### src/rtl/stb_pkg.sv
`timescale 1ns / 1ps

package stb_pkg;

  localparam int CNT_W = 16;
  localparam int IDX_W = 3;
  localparam int REQ_W = 2;
  localparam int ADDR_SPAN = 1 << IDX_W;

  typedef enum logic [REQ_W-1:0] {
    REQ_TICK = 2'd0,
    REQ_SET  = 2'd1,
    REQ_POLL = 2'd2,
    REQ_READ = 2'd3
  } req_e;

  typedef struct packed {
    logic             tick;
    logic             set;
    logic             poll;
    logic [CNT_W-1:0] start;
    logic [CNT_W-1:0] stop;
  } stb_cmd_t;

  typedef struct packed {
    logic [CNT_W-1:0] count;
    logic             elapsed;
    logic             elapsed_old;
    logic             running;
  } stb_view_t;

endpackage

### src/rtl/stb_if.sv
`timescale 1ns / 1ps

interface stb_in_if;
  import stb_pkg::*;
  logic             valid;
  logic             ready;
  logic [REQ_W-1:0] req_type;
  logic [IDX_W-1:0] timer_index;
  logic [CNT_W-1:0] load_count;
  logic [CNT_W-1:0] load_limit;

  modport source (output valid, req_type, timer_index, load_count, load_limit,
                  input ready);
  modport sink (input valid, req_type, timer_index, load_count, load_limit,
                output ready);
endinterface

interface stb_out_if;
  import stb_pkg::*;
  logic             valid;
  logic             ready;
  logic [CNT_W-1:0] count_value;
  logic             elapsed_flag;
  logic             running_flag;

  modport source (output valid, count_value, elapsed_flag, running_flag,
                  input ready);
  modport sink (input valid, count_value, elapsed_flag, running_flag,
                output ready);
endinterface

### src/rtl/stb_cell.sv
`timescale 1ns / 1ps

module stb_cell (
  input  logic                clk,
  input  logic                rst_n,
  input  logic                en,
  input  logic                sel,
  input  stb_pkg::stb_cmd_t   cmd,
  output stb_pkg::stb_view_t  view
);
  import stb_pkg::*;

  logic [CNT_W-1:0] cnt_r, cnt_nxt;
  logic [CNT_W-1:0] lim_r, lim_nxt;
  logic             run_r, run_nxt;
  logic             ela_r, ela_nxt;

  always_comb begin
    cnt_nxt = cnt_r;
    lim_nxt = lim_r;
    run_nxt = run_r;
    ela_nxt = ela_r;
    if (cmd.tick && run_r) begin
      if (cnt_r >= lim_r) begin
        run_nxt = 1'b0;
        ela_nxt = 1'b1;
      end
      cnt_nxt = cnt_r + 1'b1;
    end
    if (sel && cmd.set) begin
      cnt_nxt = cmd.start;
      lim_nxt = cmd.stop;
      run_nxt = 1'b1;
      ela_nxt = 1'b0;
    end
    if (sel && cmd.poll) begin
      ela_nxt = 1'b0;
    end
  end

  always_ff @(posedge clk) begin
    if (!rst_n) begin
      cnt_r <= '0;
      lim_r <= '0;
      run_r <= 1'b0;
      ela_r <= 1'b0;
    end else if (en) begin
      cnt_r <= cnt_nxt;
      lim_r <= lim_nxt;
      run_r <= run_nxt;
      ela_r <= ela_nxt;
    end
  end

  assign view.count       = cnt_nxt;
  assign view.elapsed     = ela_nxt;
  assign view.elapsed_old = ela_r;
  assign view.running     = run_nxt;

endmodule

### src/rtl/soft_timer_bank.sv
`timescale 1ns / 1ps

// Bank of NUM_TIMERS 16-bit up-counting timers.
// in_ch carries requests: tick (advance every running timer), set (load
// count and threshold, start, clear elapsed), poll (report and clear
// elapsed) and read (report only). Timers 0..7 are addressable; every
// timer ticks. A request to an absent timer reports all-zero fields.
// Every accepted request yields exactly one transfer on out_ch, carrying
// the addressed timer's count, elapsed and running flags after the request
// (poll reports elapsed before clearing).
// The result is valid in the cycle after the request transfer.
// Throughput: one request per cycle unless out_ch stalls; each request is
// one parallel timer bank update plus one registered result stage.
// When out_ch stalls, the held result stays in the output register and
// in_ch.ready drops until it is taken; no request is lost.
// Reset (rst_n low, synchronous) clears all counts, thresholds, running
// and elapsed flags and empties the output register.
module soft_timer_bank #(
  parameter int NUM_TIMERS = 8
) (
  input  logic      clk,
  input  logic      rst_n,
  stb_in_if.sink    in_ch,
  stb_out_if.source out_ch
);
  import stb_pkg::*;

  logic      in_acc;
  logic      out_valid_r;
  stb_cmd_t  cmd;
  stb_view_t view [NUM_TIMERS];
  stb_view_t view_a [ADDR_SPAN];
  stb_view_t hit;
  logic      present;

  logic [CNT_W-1:0] cnt_r, cnt_nxt;
  logic             ela_r, ela_nxt;
  logic             run_r, run_nxt;

  assign in_ch.ready = !out_valid_r || out_ch.ready;
  assign in_acc      = in_ch.valid && in_ch.ready;

  assign cmd.tick  = (req_e'(in_ch.req_type) == REQ_TICK);
  assign cmd.set   = (req_e'(in_ch.req_type) == REQ_SET);
  assign cmd.poll  = (req_e'(in_ch.req_type) == REQ_POLL);
  assign cmd.start = in_ch.load_count;
  assign cmd.stop  = in_ch.load_limit;

  for (genvar i = 0; i < NUM_TIMERS; i++) begin : g_cell
    localparam bit ADDR_OK = (i < ADDR_SPAN);
    logic sel;
    assign sel = ADDR_OK && (32'(in_ch.timer_index) == i);
    stb_cell u_cell (
      .clk   (clk),
      .rst_n (rst_n),
      .en    (in_acc),
      .sel   (sel),
      .cmd   (cmd),
      .view  (view[i])
    );
  end

  for (genvar j = 0; j < ADDR_SPAN; j++) begin : g_addr
    if (j < NUM_TIMERS) begin : g_on
      assign view_a[j] = view[j];
    end else begin : g_off
      assign view_a[j] = '0;
    end
  end

  assign hit     = view_a[in_ch.timer_index];
  assign present = (32'(in_ch.timer_index) < NUM_TIMERS);

  always_comb begin
    cnt_nxt = '0;
    ela_nxt = 1'b0;
    run_nxt = 1'b0;
    if (present) begin
      cnt_nxt = hit.count;
      ela_nxt = cmd.poll ? hit.elapsed_old : hit.elapsed;
      run_nxt = hit.running;
    end
  end

  always_ff @(posedge clk) begin
    if (!rst_n) begin
      out_valid_r <= 1'b0;
    end else if (in_ch.ready) begin
      out_valid_r <= in_ch.valid;
    end
  end

  always_ff @(posedge clk) begin
    if (in_acc) begin
      cnt_r <= cnt_nxt;
      ela_r <= ela_nxt;
      run_r <= run_nxt;
    end
  end

  assign out_ch.valid        = out_valid_r;
  assign out_ch.count_value  = cnt_r;
  assign out_ch.elapsed_flag = ela_r;
  assign out_ch.running_flag = run_r;

  a_result_follows: assert property (@(posedge clk) disable iff (!rst_n)
    in_acc |=> out_ch.valid)
    else $error("request transfer without result");

  a_set_result: assert property (@(posedge clk) disable iff (!rst_n)
    (in_acc && cmd.set && present) |=>
      (out_ch.running_flag && !out_ch.elapsed_flag &&
       out_ch.count_value == $past(in_ch.load_count)))
    else $error("set result mismatch");

  a_absent_zero: assert property (@(posedge clk) disable iff (!rst_n)
    (in_acc && !present) |=>
      (out_ch.count_value == '0 && !out_ch.elapsed_flag && !out_ch.running_flag))
    else $error("absent timer result not zero");

  a_stall_blocks: assert property (@(posedge clk) disable iff (!rst_n)
    (out_ch.valid && !out_ch.ready) |-> !in_acc)
    else $error("request taken while result stalled");

endmodule
### src/flat_wrapper.sv
// flat-port wrapper written by rule: the top's interface ports become plain ports
module soft_timer_bank_flat import stb_pkg::*;
#(
  parameter int NUM_TIMERS = 8
)
  (clk, rst_n, in_ch_valid, in_ch_req_type, in_ch_timer_index, in_ch_load_count, in_ch_load_limit, in_ch_ready, out_ch_valid, out_ch_count_value, out_ch_elapsed_flag, out_ch_running_flag, out_ch_ready);
  stb_in_if in_ch_i ();
  stb_out_if out_ch_i ();
  input  logic clk;
  input  logic rst_n;
  input wire logic [$bits(in_ch_i.valid)-1:0] in_ch_valid;
  input wire logic [$bits(in_ch_i.req_type)-1:0] in_ch_req_type;
  input wire logic [$bits(in_ch_i.timer_index)-1:0] in_ch_timer_index;
  input wire logic [$bits(in_ch_i.load_count)-1:0] in_ch_load_count;
  input wire logic [$bits(in_ch_i.load_limit)-1:0] in_ch_load_limit;
  output wire logic [$bits(in_ch_i.ready)-1:0] in_ch_ready;
  output wire logic [$bits(out_ch_i.valid)-1:0] out_ch_valid;
  output wire logic [$bits(out_ch_i.count_value)-1:0] out_ch_count_value;
  output wire logic [$bits(out_ch_i.elapsed_flag)-1:0] out_ch_elapsed_flag;
  output wire logic [$bits(out_ch_i.running_flag)-1:0] out_ch_running_flag;
  input wire logic [$bits(out_ch_i.ready)-1:0] out_ch_ready;
  assign in_ch_i.valid = in_ch_valid;
  assign in_ch_i.req_type = in_ch_req_type;
  assign in_ch_i.timer_index = in_ch_timer_index;
  assign in_ch_i.load_count = in_ch_load_count;
  assign in_ch_i.load_limit = in_ch_load_limit;
  assign in_ch_ready = in_ch_i.ready;
  assign out_ch_valid = out_ch_i.valid;
  assign out_ch_count_value = out_ch_i.count_value;
  assign out_ch_elapsed_flag = out_ch_i.elapsed_flag;
  assign out_ch_running_flag = out_ch_i.running_flag;
  assign out_ch_i.ready = out_ch_ready;
  soft_timer_bank #(.NUM_TIMERS(NUM_TIMERS)) u_core (.clk(clk), .rst_n(rst_n), .in_ch(in_ch_i), .out_ch(out_ch_i));
endmodule
### config.mk
export PLATFORM = sky130hd
export DESIGN_NAME = soft_timer_bank_flat
export DESIGN_NICKNAME = d
export VERILOG_FILES = /design/src/rtl/stb_pkg.sv /design/src/rtl/stb_if.sv /design/src/rtl/stb_cell.sv /design/src/rtl/soft_timer_bank.sv /design/src/flat_wrapper.sv
export SDC_FILE = /design/constraint.sdc
export NUM_CORES = 1
export LEC_CHECK = 0
export ABC_AREA = 1
export BUFFER_PORTS_ARGS = -buffer_cell sky130_fd_sc_hd__buf_4
export CELL_PAD_IN_SITES_DETAIL_PLACEMENT = 1
export CELL_PAD_IN_SITES_GLOBAL_PLACEMENT = 1
export CORE_MARGIN = 2
export CORE_UTILIZATION = 28
export DETAILED_ROUTE_END_ITERATION = 6
export PLACE_DENSITY_LB_ADDON = 0.1
export SLEW_MARGIN = 20
export SYNTH_ARGS = -nofsm -noshare
export SYNTH_HDL_FRONTEND = slang
export SYNTH_SLANG_ARGS = --single-unit
### constraint.sdc
create_clock -name clk -period 2.2 [get_ports clk]
set_input_delay 0.33 -clock clk [delete_from_list [all_inputs] [get_ports clk]]
set_output_delay 0.33 -clock clk [all_outputs]
set_load 0.02 [all_outputs]
==> summary.md <==
| Metric | Value |
|---|---|
| Outcome | `finished clean` |
| Vias in the first global route | `23930` |
| Die Y | `267.4 um` |
| Power Dens Cells | `600.9 nW/um^2` |
| Crit path kind | `register to register` |
| Fin crit period | `2.189 ns` |
| Hold path cells | `4` |
| Gr usage total | `0.2846` |
| Worst slew pin tran | `0.6588 ns` |
| Clk_lat worst skew | `0.58 ns` |
| Reg2reg end | `u_core.out_ch.running_flag` |
| Seq cells post-synth | `291` |
| # DRC | `0` |
| Post-synth EDFFs | `18` |
| Final GP Congestion | `0.9373` |
| Post-route setup slack | `0.01125 ns` |
| Crit. End Element | `register` |
| Worst-path fanout max | `3` |
| RSZ-0062 raised after global routing | `true` |
| Mapped Cells | `2999` |
| Achievable Freq | `456.9 MHz` |
| First-pass GRT wire length | `150.9 mm` |
| Mapped cell area | `19420 um^2` |
| # setup viols final | `0` |
| Max Cap Viol | `0` |
| Hold Path End | `u_core.out_ch.valid` |
| Grt ovf | `0` |
| Placed cell count | `4462` |
| Clock buffer depth | `3` |
| Hold Vio Cnt, Final | `0` |
| Flop2flop setup slack | `0.01 ns` |
| Hold slack final | `0.1427 ns` |
| Clock Pin Slew Worst Setup and Hold Paths | `0.06 ns` |
| Non-filler cells, final | `4554` |
| Synth area leaders | `dfxtp_1 28%, nand2_1 13%, ha_1 8.8%` |
| Die Area | `71500 um^2` |
| Clock sinks | `291` |
| Commonest cells post-synth | `665 x nand2_1, 444 x inv_1, 315 x o21ai_0` |
| Sequential fraction of the synthesis area | `0.3092` |
| Via density per instance | `5.079` |
| Pin count of the biggest net entering global routing | `95` |
| CP arrival | `2.52 ns` |
| Number of routed nets with antenna violations | `0` |
| Initial Util | `0.2832` |
| Leak pwr | `12.83 nW` |
| # fillers | `8625` |
| R2R cell count | `15` |
| Crit start category | `register` |
| Core Rows | `96` |
| TritonCTS clock tree | `done` |
| Post-route cell area | `28100 um^2` |
| Multi-input logic area | `12420 um^2` |
| Placed cell areas | `25270 um^2` |
| Placeable Area | `68590 um^2` |
| Place WS | `-0.6828 ns` |
| DR iter-0 viols | `1245` |
| Slew headroom | `0.5562` |
| Hold-fix buffers, CTS | `0` |
| I/O Buffers | `60` |
| Setup TNS | `0 ns` |
| Layout cells sized above 1 | `0.2952` |
| VDD IR max | `432.8 uV` |
| Syn Area/Cell | `6.477 um^2` |
| Min-delay src | `out_ch_ready` |
| Post-synth top area share | `0.2814` |
| YS warnings | `0` |
| Reg area | `6108 um^2` |
| Area growth syn-to-layout | `44.64%` |
| Cell with the most instances after synthesis | `nand2_1` |
| Biggest area consumer among synthesized cells | `dfxtp_1` |
| Post-DP HPWL | `77.86 mm` |
| Synth async-reset ratio | `0` |
| Synth Flop Type | `dfxtp_1` |
| Syn_nets | `3176` |
| CP required | `2.53 ns` |
| Post-DR wirelength/cell | `22.56 um` |
| Fin nets | `3764` |
| Slew Limit Fails | `0` |
| Reg2Reg Launch Point | `u_core.g_cell[6].u_cell.cnt_r[0]` |
| Clock H-tree levels | `2` |
| Clock Skew | `0.02001 ns` |
| CTS Buf Count | `40` |
| Initial antenna violation count | `14` |
| CTS Root Cell | `clkbuf_16` |
| DR pass1 iterations | `5` |
| Final worst-path cycle share | `0.9949` |
| Horiz. Die Dim | `267.4 um` |
| DR vias | `23130` |
| Top Ports | `61` |
| Post-synth cell types | `46` |
| Routed WL | `102.7 mm` |
| Hold Crit Class | `input pin to register` |
## kinds of logic after synthesis
| kind of cell | count (synthesis) | share of synthesized area |
|---|---|---|
| XOR/XNOR | 48 | 0.02164 |
| buffers and inverters | 583 | 0.1146 |
| AO/OA/AOI/OAI | 745 | 0.2084 |
| adder cells (fa/ha/maj) | 136 | 0.08760 |
| AND/OR/NAND/NOR | 1196 | 0.2586 |
| flip-flops | 291 | 0.3092 |
## what timing repair did
action                                  in CTS  in global routing
gates resized for setup                    100                266
endpoints found under the setup margin      16                 22
pin swaps                                   26                100
buffers inserted                             2                 12
## critical path, cell delays in order, from the launching register on
cell and delay, ns:
dfxtp_2 0.33, buf_4 0.13, clkinvlp_4 0.14, ha_2 0.21, inv_1 0.06, a21oi_1 0.06, o21ai_1 0.13, nand2_1 0.07
nand3_1 0.07, nand2_1 0.07, nand2_2 0.10, nand2_2 0.06, nand3_2 0.11, nand4_1 0.23, nand2_1 0.13, inv_1 0.04
## layout by cell type (no fill, tap or decap), types with 6 or more instances in the layout
cell type | netlist | routed
a211oi_1 | 34 | 29
a21oi_1 | 277 | 271
a31oi_1 | 10 | 9
buf_12 | 0 | 19
buf_4 | 1 | 648
clkbuf_1 | 96 | 7
clkbuf_16 | 0 | 43
clkbuf_8 | 0 | 9
clkinv_2 | 0 | 9
dfxtp_1 | 273 | 211
dfxtp_2 | 0 | 52
dfxtp_4 | 0 | 10
diode_2 | 0 | 8
edfxtp_1 | 18 | 18
ha_1 | 136 | 98
ha_2 | 0 | 6
ha_4 | 0 | 32
inv_1 | 444 | 427
inv_2 | 11 | 25
nand2_1 | 665 | 609
nand2_2 | 6 | 59
nand2_4 | 3 | 6
nand3_1 | 149 | 118
nand3_2 | 0 | 26
nand4_1 | 50 | 50
nor2_1 | 236 | 207
nor2_2 | 12 | 31
nor2_4 | 4 | 14
nor3_1 | 61 | 37
nor3_2 | 3 | 21
nor3_4 | 1 | 7
o211ai_1 | 52 | 52
o21ai_0 | 315 | 283
o21ai_1 | 14 | 34
o21ai_2 | 0 | 11
o21bai_1 | 7 | 7
o22ai_1 | 19 | 19
xor2_1 | 44 | 42
## worst max-delay path by stage
stage               slack (ns)                              start                                to
floorplan                 0.25                u_core.out_ch.valid  u_core.g_cell[3].u_cell.cnt_r[0]
global placement         -0.67                  in_ch_req_type[1]      u_core.out_ch.count_value[5]
detailed placement       -0.68                  in_ch_req_type[1]      u_core.out_ch.count_value[5]
CTS                    0.00002   u_core.g_cell[3].u_cell.cnt_r[0]      u_core.out_ch.count_value[2]
global route             -0.10  u_core.g_cell[5].u_cell.lim_r[15]        u_core.out_ch.running_flag
finish                    0.01   u_core.g_cell[6].u_cell.cnt_r[0]        u_core.out_ch.running_flag
## report_power, final
part	internal [mW]	switching, mW
logic	1.64	2.44
clock network	4.19	2.70
registers	5.61	0.299
## per-stage QoR
step	power [mW]	util
final	16.88	0.4096
after global routing	17.65	0.4094
after CTS	16.80	0.3930
after detailed placement	9.755	0.3684
after global placement	9.661	0.3684
after floorplan	7.626	-
## cell type report
| class | count | area share |
|---|---|---|
| clock inverter | 11 | 0.004631 |
| inverter | 457 | 0.06132 |
| clock buffer | 59 | 0.04364 |
| sequential | 291 | 0.2174 |
| antenna | 8 | 0.0007125 |
| multi-input combinational | 2125 | 0.4421 |
| tap | 931 | 0.04146 |
| timing repair buffer | 672 | 0.1887 |
## registers in the layout, indices dropped and copies added, names as in the netlist
name	count
u_core.out_ch.valid	1
u_core.g_cell.u_cell.run_r	8
u_core.out_ch.elapsed_flag	1
u_core.g_cell.u_cell.ela_r	8
u_core.out_ch.count_value	16
u_core.g_cell.u_cell.cnt_r	128
u_core.g_cell.u_cell.lim_r	128
u_core.out_ch.running_flag	1
## per-layer routing
layer / up-vias / wire length, um / track usage / part of all wire
li1: 11070 / - / - / -
met1: 11390 / 45840 / 0.3694 / 0.45
met2: 490 / 48270 / 0.4801 / 0.47
met3: 174 / 4716 / 0.03650 / 0.046
met4: 2 / 3911 / 0.1063 / 0.038
met5: - / 13 / 0 / 0.00013
Note: power is estimated with default switching activity, not from simulation.
